**config.mk**
```make
export PLATFORM = sky130hd
export DESIGN_NAME = sha1_hash_engine
export DESIGN_NICKNAME = d
export VERILOG_FILES = /design/src/hw/rtl/sha1_pkg.sv /design/src/hw/rtl/sha1_hash_engine.sv /design/src/hw/rtl/sha1_ram.sv /design/src/hw/rtl/sha1_datapath.sv /design/src/hw/rtl/sha1_ctrl.sv
export SDC_FILE = /design/constraint.sdc
export NUM_CORES = 2
export LEC_CHECK = 0
export BUFFER_PORTS_ARGS = -buffer_cell sky130_fd_sc_hd__buf_2
export CORE_MARGIN = 10
export CORE_UTILIZATION = 45
export DETAILED_ROUTE_END_ITERATION = 16
export PLACE_DENSITY_LB_ADDON = 0.2
export SLEW_MARGIN = 10
export SYNTH_ARGS = -nofsm -noshare
export SYNTH_HDL_FRONTEND = slang
export SYNTH_HIERARCHICAL = 1
export SYNTH_SLANG_ARGS = --single-unit
```
**constraint.sdc**
```tcl
create_clock -name clk -period 36.8 [get_ports clk]
set_input_delay 1.84 -clock clk [delete_from_list [all_inputs] [get_ports clk]]
set_output_delay 1.84 -clock clk [all_outputs]
set_load 0.005 [all_outputs]
```
**src/hw/rtl/sha1_pkg.sv**
```systemverilog
// Shared types and constants of the SHA-1 digest engine.
`default_nettype none
package sha1_pkg;

    localparam int unsigned WordW    = 32;
    localparam int unsigned BlkBytes = 64;
    localparam int unsigned PosW     = 6;
    localparam int unsigned LenW     = 61;
    localparam int unsigned RoundW   = 7;
    localparam int unsigned Rounds   = 80;

    localparam logic [WordW-1:0] H0_INIT = 32'h67452301;
    localparam logic [WordW-1:0] H1_INIT = 32'hEFCDAB89;
    localparam logic [WordW-1:0] H2_INIT = 32'h98BADCFE;
    localparam logic [WordW-1:0] H3_INIT = 32'h10325476;
    localparam logic [WordW-1:0] H4_INIT = 32'hC3D2E1F0;
    localparam logic [WordW-1:0] K0 = 32'h5A827999;
    localparam logic [WordW-1:0] K1 = 32'h6ED9EBA1;
    localparam logic [WordW-1:0] K2 = 32'h8F1BBCDC;
    localparam logic [WordW-1:0] K3 = 32'hCA62C1D6;
    localparam logic [7:0] PAD_BYTE = 8'h80;

    // Byte sources for the buffer write port.
    typedef enum logic [1:0] {
        SRC_DATA = 2'd0,
        SRC_PAD  = 2'd1,
        SRC_ZERO = 2'd2,
        SRC_LEN  = 2'd3
    } byte_src_t;

    typedef struct packed {
        logic      wr;        // write one byte at the current position
        byte_src_t src;
        logic      count;     // advance the message length
        logic      start;     // begin a block compression
        logic      reinit;    // return position, length and chaining value to their reset values
    } dp_cmd_t;

    typedef struct packed {
        logic            busy;      // compression in progress
        logic [PosW-1:0] pos;
    } dp_stat_t;

    function automatic logic [WordW-1:0] rotl(input logic [WordW-1:0] v, input int unsigned s);
        rotl = (v << s) | (v >> (WordW - s));
    endfunction

endpackage
`default_nettype wire

```
**src/hw/rtl/sha1_hash_engine.sv**
```systemverilog
// Top level of the SHA-1 digest engine.
// Usage:
//   Message bytes enter on the s_axis channel, one item per byte: tdata holds
//   data_byte, tuser holds byte_present, tlast ends the message. An item with
//   no byte that is not last is dropped. On the last item the block pads the
//   message, appends the bit length and delivers the 160-bit digest as one
//   item on m_axis (word 0 in the lowest bits).
//   Each byte takes one cycle; every 64th byte starts a compression (64 buffer
//   reads, a drain step for the last read to land, 80 rounds and one final add),
//   set by the single round unit, during which input is held off. Padding writes
//   one byte a cycle up to the block end, paused while a compression runs, and
//   may need one extra compression. The digest is loaded into the output register
//   once the final compression ends and the register is free; m_axis shows it at once.
//   The engine reinitializes as soon as the digest is loaded and accepts the
//   next message while the digest waits. If the receiver still stalls when
//   that next message is done, the engine holds off input until the digest
//   is taken.
//   After reset the chaining value holds the standard initial words and the
//   buffer is empty; no clearing pass is needed.
`default_nettype none
module sha1_hash_engine (
    input  wire logic          clk,
    input  wire logic          rst_n,
    input  wire logic          s_axis_tvalid,
    output logic               s_axis_tready,
    input  wire logic [7:0]    s_axis_tdata,   // [7:0] data_byte
    input  wire logic          s_axis_tuser,   // [0] byte_present
    input  wire logic          s_axis_tlast,
    output logic               m_axis_tvalid,
    input  wire logic          m_axis_tready,
    output logic [159:0]       m_axis_tdata    // digest_word_0 .. digest_word_4
);
    import sha1_pkg::*;

    dp_cmd_t        cmd;
    dp_stat_t       stat;
    logic [159:0]   digest;
    logic           out_load;
    logic           vld_reg;
    logic [159:0]   dat_reg;

    sha1_ctrl u_ctrl (
        .clk          (clk),
        .rst_n        (rst_n),
        .in_tvalid    (s_axis_tvalid),
        .in_tready    (s_axis_tready),
        .byte_present (s_axis_tuser),
        .last         (s_axis_tlast),
        .stat         (stat),
        .cmd          (cmd),
        .out_load     (out_load),
        .out_free     (!vld_reg || m_axis_tready)
    );

    sha1_datapath u_dp (
        .clk       (clk),
        .rst_n     (rst_n),
        .cmd       (cmd),
        .data_byte (s_axis_tdata),
        .stat      (stat),
        .digest    (digest)
    );

    always_ff @(posedge clk or negedge rst_n)
    begin
        if (!rst_n)
        begin
            vld_reg <= 1'b0;
        end
        else if (out_load)
        begin
            vld_reg <= 1'b1;
        end
        else if (m_axis_tready)
        begin
            vld_reg <= 1'b0;
        end
    end

    always_ff @(posedge clk)
    begin
        if (out_load)
        begin
            dat_reg <= digest;
        end
    end

    assign m_axis_tvalid = vld_reg;
    assign m_axis_tdata  = dat_reg;
endmodule
`default_nettype wire

```
**src/hw/rtl/sha1_ram.sv**
```systemverilog
// Generic single-port RAM with registered read.
`default_nettype none
module sha1_ram #(
    parameter int unsigned WIDTH = 8,
    parameter int unsigned DEPTH = 64
) (
    input  wire logic                     clk,
    input  wire logic                     we,
    input  wire logic [$clog2(DEPTH)-1:0] addr,
    input  wire logic [WIDTH-1:0]         wdata,
    output logic      [WIDTH-1:0]         rdata
);
    logic [WIDTH-1:0] mem [DEPTH];

    always_ff @(posedge clk)
    begin
        if (we)
        begin
            mem[addr] <= wdata;
        end
        rdata <= mem[addr];
    end
endmodule
`default_nettype wire

```
**src/hw/rtl/sha1_datapath.sv**
```systemverilog
// Datapath: block buffer, length counter, schedule window and round unit.
`default_nettype none
module sha1_datapath (
    input  wire logic                 clk,
    input  wire logic                 rst_n,
    input  wire sha1_pkg::dp_cmd_t    cmd,
    input  wire logic [7:0]           data_byte,
    output sha1_pkg::dp_stat_t        stat,
    output logic [5*32-1:0]           digest
);
    import sha1_pkg::*;

    // Step index of the first round: 16 load steps and one drain step come first.
    localparam int unsigned RoundBase = 17;

    logic [PosW-1:0]  pos_reg, pos_next;
    logic [LenW-1:0]  len_reg, len_next;
    logic [WordW-1:0] h_reg [5];
    logic [WordW-1:0] a_reg, b_reg, c_reg, d_reg, e_reg;
    logic [WordW-1:0] w_reg [16];
    logic             busy_reg;
    logic [RoundW-1:0] rnd_reg;   // 0..15 load, 16 drain, 17..96 rounds, 97 final add
    logic [1:0]       sub_reg;    // byte within the word being loaded
    logic             rd_ok_reg;
    logic [5:0]       ram_addr;
    logic [7:0]       wbyte, rbyte;
    logic [PosW-1:0]  rd_addr;
    logic [WordW-1:0] wt, f, k, tmp, wnew;
    logic [RoundW-1:0] t;
    logic [63:0]      bits;

    assign bits = {len_reg, 3'b000};

    always_comb
    begin
        unique case (cmd.src)
            SRC_DATA: wbyte = data_byte;
            SRC_PAD:  wbyte = PAD_BYTE;
            SRC_ZERO: wbyte = 8'h00;
            SRC_LEN:  wbyte = bits[8*(7 - pos_reg[2:0]) +: 8];
            default:  wbyte = 8'h00;
        endcase
    end

    // Load phase reads bytes 0..63 in order; rnd_reg[3:0] and sub_reg form the address.
    assign rd_addr  = {rnd_reg[3:0], sub_reg};
    assign ram_addr = busy_reg ? rd_addr : pos_reg;

    sha1_ram #(.WIDTH(8), .DEPTH(BlkBytes)) u_buf (
        .clk   (clk),
        .we    (cmd.wr && !busy_reg),
        .addr  (ram_addr),
        .wdata (wbyte),
        .rdata (rbyte)
    );

    assign pos_next = pos_reg + PosW'(1);
    assign len_next = len_reg + LenW'(1);

    // Round index once the 16 words are in.
    assign t    = rnd_reg - RoundW'(RoundBase);
    assign wnew = rotl(w_reg[13] ^ w_reg[8] ^ w_reg[2] ^ w_reg[0], 1);
    assign wt   = (t < RoundW'(16)) ? w_reg[t[3:0]] : wnew;

    always_comb
    begin
        if (t < RoundW'(20))
        begin
            f = (b_reg & c_reg) | (~b_reg & d_reg);
            k = K0;
        end
        else if (t < RoundW'(40))
        begin
            f = b_reg ^ c_reg ^ d_reg;
            k = K1;
        end
        else if (t < RoundW'(60))
        begin
            f = (b_reg & c_reg) | (b_reg & d_reg) | (c_reg & d_reg);
            k = K2;
        end
        else
        begin
            f = b_reg ^ c_reg ^ d_reg;
            k = K3;
        end
    end

    assign tmp = rotl(a_reg, 5) + f + e_reg + k + wt;

    always_ff @(posedge clk or negedge rst_n)
    begin
        if (!rst_n)
        begin
            pos_reg   <= '0;
            len_reg   <= '0;
            busy_reg  <= 1'b0;
            rnd_reg   <= '0;
            sub_reg   <= '0;
            rd_ok_reg <= 1'b0;
            h_reg[0]  <= H0_INIT;
            h_reg[1]  <= H1_INIT;
            h_reg[2]  <= H2_INIT;
            h_reg[3]  <= H3_INIT;
            h_reg[4]  <= H4_INIT;
        end
        else if (cmd.reinit)
        begin
            pos_reg  <= '0;
            len_reg  <= '0;
            h_reg[0] <= H0_INIT;
            h_reg[1] <= H1_INIT;
            h_reg[2] <= H2_INIT;
            h_reg[3] <= H3_INIT;
            h_reg[4] <= H4_INIT;
        end
        else if (!busy_reg)
        begin
            if (cmd.count)
            begin
                len_reg <= len_next;
            end
            if (cmd.wr)
            begin
                pos_reg <= pos_next;
            end
            if (cmd.start)
            begin
                busy_reg  <= 1'b1;
                rnd_reg   <= '0;
                sub_reg   <= '0;
                rd_ok_reg <= 1'b0;
            end
        end
        else if (rnd_reg < RoundW'(16))
        begin
            // One read issued per cycle; the RAM registers its data, which shows in the next cycle.
            rd_ok_reg <= 1'b1;
            {rnd_reg, sub_reg} <= {rnd_reg, sub_reg} + 9'd1;
        end
        else if (rnd_reg < RoundW'(RoundBase))
        begin
            // The last byte read reaches the window in this cycle.
            rd_ok_reg <= 1'b0;
            rnd_reg   <= RoundW'(RoundBase);
        end
        else if (rnd_reg < RoundW'(RoundBase + Rounds))
        begin
            rnd_reg <= rnd_reg + RoundW'(1);
        end
        else
        begin
            h_reg[0] <= h_reg[0] + a_reg;
            h_reg[1] <= h_reg[1] + b_reg;
            h_reg[2] <= h_reg[2] + c_reg;
            h_reg[3] <= h_reg[3] + d_reg;
            h_reg[4] <= h_reg[4] + e_reg;
            busy_reg <= 1'b0;
        end
    end

    // Payload: schedule window and working variables.
    always_ff @(posedge clk)
    begin
        if (busy_reg && rnd_reg < RoundW'(RoundBase))
        begin
            // The window works as one 512-bit shift register, byte 0 ends up on top.
            if (rd_ok_reg)
            begin
                for (int i = 0; i < 15; i++)
                begin
                    w_reg[i] <= {w_reg[i][23:0], w_reg[i+1][31:24]};
                end
                w_reg[15] <= {w_reg[15][23:0], rbyte};
            end
            a_reg <= h_reg[0];
            b_reg <= h_reg[1];
            c_reg <= h_reg[2];
            d_reg <= h_reg[3];
            e_reg <= h_reg[4];
        end
        else if (busy_reg && rnd_reg < RoundW'(RoundBase + Rounds))
        begin
            a_reg <= tmp;
            b_reg <= a_reg;
            c_reg <= rotl(b_reg, 30);
            d_reg <= c_reg;
            e_reg <= d_reg;
            if (t >= RoundW'(16))
            begin
                for (int i = 0; i < 15; i++)
                begin
                    w_reg[i] <= w_reg[i+1];
                end
                w_reg[15] <= wnew;
            end
        end
    end

    assign stat.busy = busy_reg;
    assign stat.pos  = pos_reg;
    assign digest    = {h_reg[4], h_reg[3], h_reg[2], h_reg[1], h_reg[0]};
endmodule
`default_nettype wire

```
**src/hw/rtl/sha1_ctrl.sv**
```systemverilog
// Controller: sequences byte writes, padding and compressions.
`default_nettype none
module sha1_ctrl (
    input  wire logic               clk,
    input  wire logic               rst_n,
    input  wire logic               in_tvalid,
    output logic                    in_tready,
    input  wire logic               byte_present,
    input  wire logic               last,
    input  wire sha1_pkg::dp_stat_t stat,
    output sha1_pkg::dp_cmd_t       cmd,
    output logic                    out_load,
    input  wire logic               out_free
);
    import sha1_pkg::*;

    typedef enum logic [5:0] {
        S_IDLE  = 6'b000001,
        S_WAIT  = 6'b000010,
        S_PAD   = 6'b000100,
        S_ZERO  = 6'b001000,
        S_LEN   = 6'b010000,
        S_FIN   = 6'b100000
    } state_t;

    state_t state_reg, state_next;

    always_comb
    begin
        state_next = state_reg;
        cmd        = '{wr: 1'b0, src: SRC_DATA, count: 1'b0, start: 1'b0, reinit: 1'b0};
        in_tready  = 1'b0;
        out_load   = 1'b0;
        unique case (state_reg)
            S_IDLE:
            begin
                in_tready = !stat.busy;
                if (in_tvalid && !stat.busy)
                begin
                    if (byte_present)
                    begin
                        cmd.wr    = 1'b1;
                        cmd.count = 1'b1;
                        cmd.start = (stat.pos == PosW'(BlkBytes - 1));
                        state_next = last ? S_WAIT : S_IDLE;
                    end
                    else if (last)
                    begin
                        state_next = S_PAD;
                    end
                end
            end
            S_WAIT:
            begin
                if (!stat.busy)
                begin
                    state_next = S_PAD;
                end
            end
            S_PAD:
            begin
                cmd.wr  = 1'b1;
                cmd.src = SRC_PAD;
                if (stat.pos == PosW'(BlkBytes - 1))
                begin
                    cmd.start  = 1'b1;
                    state_next = S_ZERO;
                end
                else if (stat.pos == PosW'(BlkBytes - 9))
                begin
                    // The terminator fills the last byte before the length field.
                    state_next = S_LEN;
                end
                else
                begin
                    state_next = S_ZERO;
                end
            end
            S_ZERO:
            begin
                if (!stat.busy)
                begin
                    cmd.wr  = 1'b1;
                    cmd.src = SRC_ZERO;
                    if (stat.pos == PosW'(BlkBytes - 9))
                    begin
                        state_next = S_LEN;
                    end
                    else if (stat.pos == PosW'(BlkBytes - 1))
                    begin
                        cmd.start = 1'b1;
                    end
                end
            end
            S_LEN:
            begin
                cmd.wr  = 1'b1;
                cmd.src = SRC_LEN;
                if (stat.pos == PosW'(BlkBytes - 1))
                begin
                    cmd.start  = 1'b1;
                    state_next = S_FIN;
                end
            end
            S_FIN:
            begin
                if (!stat.busy && out_free)
                begin
                    out_load   = 1'b1;
                    cmd.reinit = 1'b1;
                    state_next = S_IDLE;
                end
            end
            default:
            begin
                state_next = S_IDLE;
            end
        endcase
    end

    always_ff @(posedge clk or negedge rst_n)
    begin
        if (!rst_n)
        begin
            state_reg <= S_IDLE;
        end
        else
        begin
            state_reg <= state_next;
        end
    end

    a_one_hot: assert property (@(posedge clk) disable iff (!rst_n) $onehot(state_reg))
        else $error("controller state not one-hot");
    a_no_write_busy: assert property (@(posedge clk) disable iff (!rst_n)
        stat.busy |-> !in_tready)
        else $error("input taken during compression");
    a_len_end: assert property (@(posedge clk) disable iff (!rst_n)
        (state_reg == S_LEN && stat.pos == PosW'(BlkBytes - 1)) |=> state_reg == S_FIN)
        else $error("length bytes not followed by final block");
endmodule
`default_nettype wire

```
==> impl_metrics.py <==
metrics = {
    "yosys": {
        "ys_seq_elements": 1597,
        "yosysSeqAreaShare_pct": 57.0,
        "ys_warn_count": 6,
        "synthesis.area_sq_um": 82000,
        "async_reset_ff_share_pct": 15.3,
        "synth.avg_cell_area_sq_um": 13.2,
        "synthDistinctLibCells": 105,
        "syn-num-nets": 6553,
        "synth_cells": 6216,
        "synthFlopType": "edfxtp_1",
        "synth_edf_count": 1344,
    },
    "placement": {
        "numPortBuffers": 175,
        "hpwl_um": 158000,
        "gp_congestion": 0.914,
    },
    "cells_and_area": {
        "final_core_util_pct": 50.2,
        "multi_input_area_sq_um": 33300,
        "seqCellArea_sq_um": 46800,
        "drive_gt1_share_pct": 21.0,
        "fin_nets": 6654,
        "fillers": 15453,
        "syn_to_final_growth_pct": 10.7,
    },
    "power": {
        "leakage_nw": 34.1,
        "p_clk_share_pct": 46.5,
        "p_int_mw": 2.90,
        "p_seq_share_pct": 53.0,
        "power_mw": 3.67,
        "switchingPower_mw": 0.766,
        "ir_worst_vdd_v": 0.0000582,
        "powerDensity_nw_per_um2": 40.4,
        "pwr-share-comb_pct": 0.5,
        "sw_frac_of_total_pct": 20.9,
    },
    "floorplan": {
        "start_util_pct": 45.3,
        "die-area_sq_um": 200000,
        "design.core.area_sq_um": 181000,
        "ios": 176,
        "rows": 156,
        "fp.dieH_um": 447,
        "die_x_um": 447,
    },
    "clock_tree": {
        "cts_buffers": 169,
        "cts_root_buf": "clkbuf_16",
        "htreeDepth": 4,
        "ctsHoldBuffers": 0,
        "cts_num_sinks": 1597,
        "postCtsSetupBuffers": 0,
        "clk_path_buf_depth": 3,
        "cts_tree": "yes",
        "clk_latency_ps": 840,
        "path_clk_slew_ps": 70,
        "ctsResizeCount": 0,
    },
    "routing": {
        "via_count": 53109,
        "wirelength_um": 230000,
        "drtIter0Drc": 5574,
        "viasPerCell": 6.02,
        "wire_per_inst_um": 26.0,
        "first_pass_iters": 6,
        "final_antenna_net_count": 0,
        "drc_errors": 0,
    },
    "sta": {
        "rsz0062_at_grt": "false",
        "drv_slew": 0,
        "finalSetupTns_ps": 0,
        "final.period_utilization_pct": 22.7,
        "relSlewSlack_pct": 24.6,
        "holdWs_ps": 528,
        "fin_crit_ps": 8340,
        "clock_skew_ps": 67.6,
        "setup_viol": 0,
        "tightest_slew_ps": 1130,
        "fmax_mhz": 120,
        "hold_viol": 0,
    },
    "setup_path": {
        "worstRegToRegCells": 28,
        "rr_startpoint": "u_dp/rnd_reg[0]",
        "slowest_stage": "dfrtp_4",
        "r2r-end": "u_dp/a_reg[31]",
        "max_stage_delay_ps": 630,
        "crit_top_cell": "inv_1",
        "worst_ep_arrival_time_ps": 8900,
        "cp-end-kind": "flop",
        "path_class": "reg2reg",
        "critical_path_required_ps": 37350,
        "crit_path_start_kind": "flop",
        "reg2reg_slack_ps": 28460,
        "cp-endpoint": "u_dp/a_reg[31]",
        "startpoint": "u_dp/rnd_reg[0]",
        "cp_max_fo": 32,
    },
    "global_route": {
        "grt_pass1_vias": 50796,
        "grt_usage_pct": 22.4,
        "grt_pass1_wl_um": 340000,
        "grt_start_max_net_pins": 198,
        "antenna_found_initial": 2,
        "grt-ovfl-total": 0,
    },
    "min_path": {
        "hold_depth": 2,
        "worstHoldPathType": "reg2reg",
    },
    "outcome": {
        "status": "complete, no violations",
    },
    "flow_run": {
        "drv_cap": 0,
    },
}
==> logic make-up (layout without fill, tap and decap cells) <==
| kind of cell | after synthesis | after routing | synth area share (%) |
|---|---|---|---|
| buffers and inverters | 530 | 769 | 2.70 |
| AOI/OAI and AO/OA | 1188 | 1188 | 9.53 |
| muxes | 802 | 802 | 13.6 |
| and+or+nand+nor | 1484 | 1484 | 7.95 |
| DFF | 1597 | 1597 | 57.0 |
| xor gates and xnor gates | 292 | 292 | 3.13 |
| adders and majority gates | 323 | 323 | 6.07 |
| other | 0 | 4 | 0 |
==> per-layer routing <==
layer	vias up	part of all wire (%)	GRT usage, %
li1	23614	-	-
met1	27194	43	31.9
met2	1960	46	34.7
met3	341	7.6	4.39
met4	0	3.1	6.74
met5	-	0	0
==> worst max-delay path, delay by kind of cell, from the launching register on <==
family | cells | cell delay, ps
AOI/OAI and AO/OA | 10 | 2540
xor gates and xnor gates | 1 | 160
adders and majority gates | 5 | 2060
buffers and inverters | 6 | 1220
DFF | 1 | 630
and+or+nand+nor | 6 | 1440
==> synthesized netlist by cell type, drive strengths merged, types with 28 or more instances <==
library cell / n / area [sq um]
a211oi: 41 / 308
a21o: 82 / 616
a21oi: 346 / 1730
a221o: 33 / 330
a221oi: 64 / 579
a22o: 28 / 245
a22oi: 66 / 495
and3: 30 / 189
buf: 134 / 726
clkbuf: 180 / 676
dfrtp: 164 / 4100
dfstp: 81 / 2130
edfxtp: 1344 / 40400
fa: 125 / 2500
ha: 198 / 2480
inv: 214 / 803
mux2: 516 / 5820
mux2i: 88 / 881
mux4: 198 / 4460
nand2: 684 / 2570
nand2b: 29 / 191
nand3: 76 / 380
nor2: 417 / 1580
nor2b: 41 / 262
nor3: 56 / 280
o211ai: 64 / 480
o21ai: 236 / 1180
o22ai: 34 / 219
or3: 40 / 250
xnor2: 202 / 1780
xor2: 90 / 788
==> layout make-up <==
| type | count | area share [%] |
|---|---|---|
| multi-input cells | 4089 | 36.6 |
| clock buffers | 223 | 5.01 |
| clock inverters | 86 | 1.13 |
| well taps | 2370 | 3.27 |
| inverters | 216 | 0.893 |
| flip-flops and latches | 1597 | 51.5 |
| repair buffers | 244 | 1.57 |
| diodes | 4 | 0.0110 |
==> per-stage QoR <==
| step | std cells | cell area, sq um | setup slack, ps |
|---|---|---|---|
| 3_3_place_gp | 8516 | 85200 | 28630 |
| 2_1_floorplan | 6216 | 82000 | 21680 |
| 6_report | 8829 | 90800 | 28460 |
| 4_1_cts | 8825 | 90800 | 28480 |
| 3_5_place_dp | 8516 | 85200 | 28480 |
| 5_1_grt | 8826 | 90800 | 27900 |
==> worst min-delay path by stage <==
| stage | startpoint | endpoint | slack (ps) |
|---|---|---|---|
| 2_1_floorplan | u_dp/digest[127] | m_axis_tdata[127] | 460 |
| 3_3_place_gp | u_dp/digest[128] | m_axis_tdata[128] | 510 |
| 3_5_place_dp | u_dp/digest[74] | u_dp/digest[74] | 520 |
| 4_1_cts | u_dp/digest[74] | u_dp/digest[74] | 530 |
| 5_1_grt | u_dp/digest[115] | m_axis_tdata[115] | 550 |
| 6_report | u_dp/digest[106] | u_dp/digest[106] | 530 |
==> power by group through the flow <==
stage / registers [mW] / logic [mW] / clock network [mW]
floorplan: 1.98 / 0.00491 / 0
global placement: 1.98 / 0.0182 / 0
detailed placement: 1.98 / 0.0187 / 0
CTS: 1.95 / 0.0187 / 1.74
global route: 1.94 / 0.0202 / 1.82
finish: 1.95 / 0.0183 / 1.71
==> layout by cell type, fill, tap and decap left out, types with 56 or more instances in the layout <==
| cell | n |
|---|---|
| a221oi_1 | 61 |
| mux2i_1 | 88 |
| nand2_1 | 680 |
| nor2_1 | 410 |
| nor3_1 | 56 |
| mux4_2 | 198 |
| dfstp_2 | 81 |
| edfxtp_1 | 1344 |
| mux2_2 | 503 |
| a22oi_1 | 66 |
| inv_1 | 211 |
| fa_1 | 125 |
| ha_1 | 197 |
| clkbuf_16 | 169 |
| buf_2 | 174 |
| a21o_1 | 82 |
| o21ai_0 | 219 |
| o211ai_1 | 64 |
| nand3_1 | 75 |
| buf_4 | 67 |
| xor2_1 | 90 |
| a21oi_1 | 345 |
| xnor2_1 | 201 |
| dfrtp_1 | 163 |
Power figures use the tool's default switching activity.
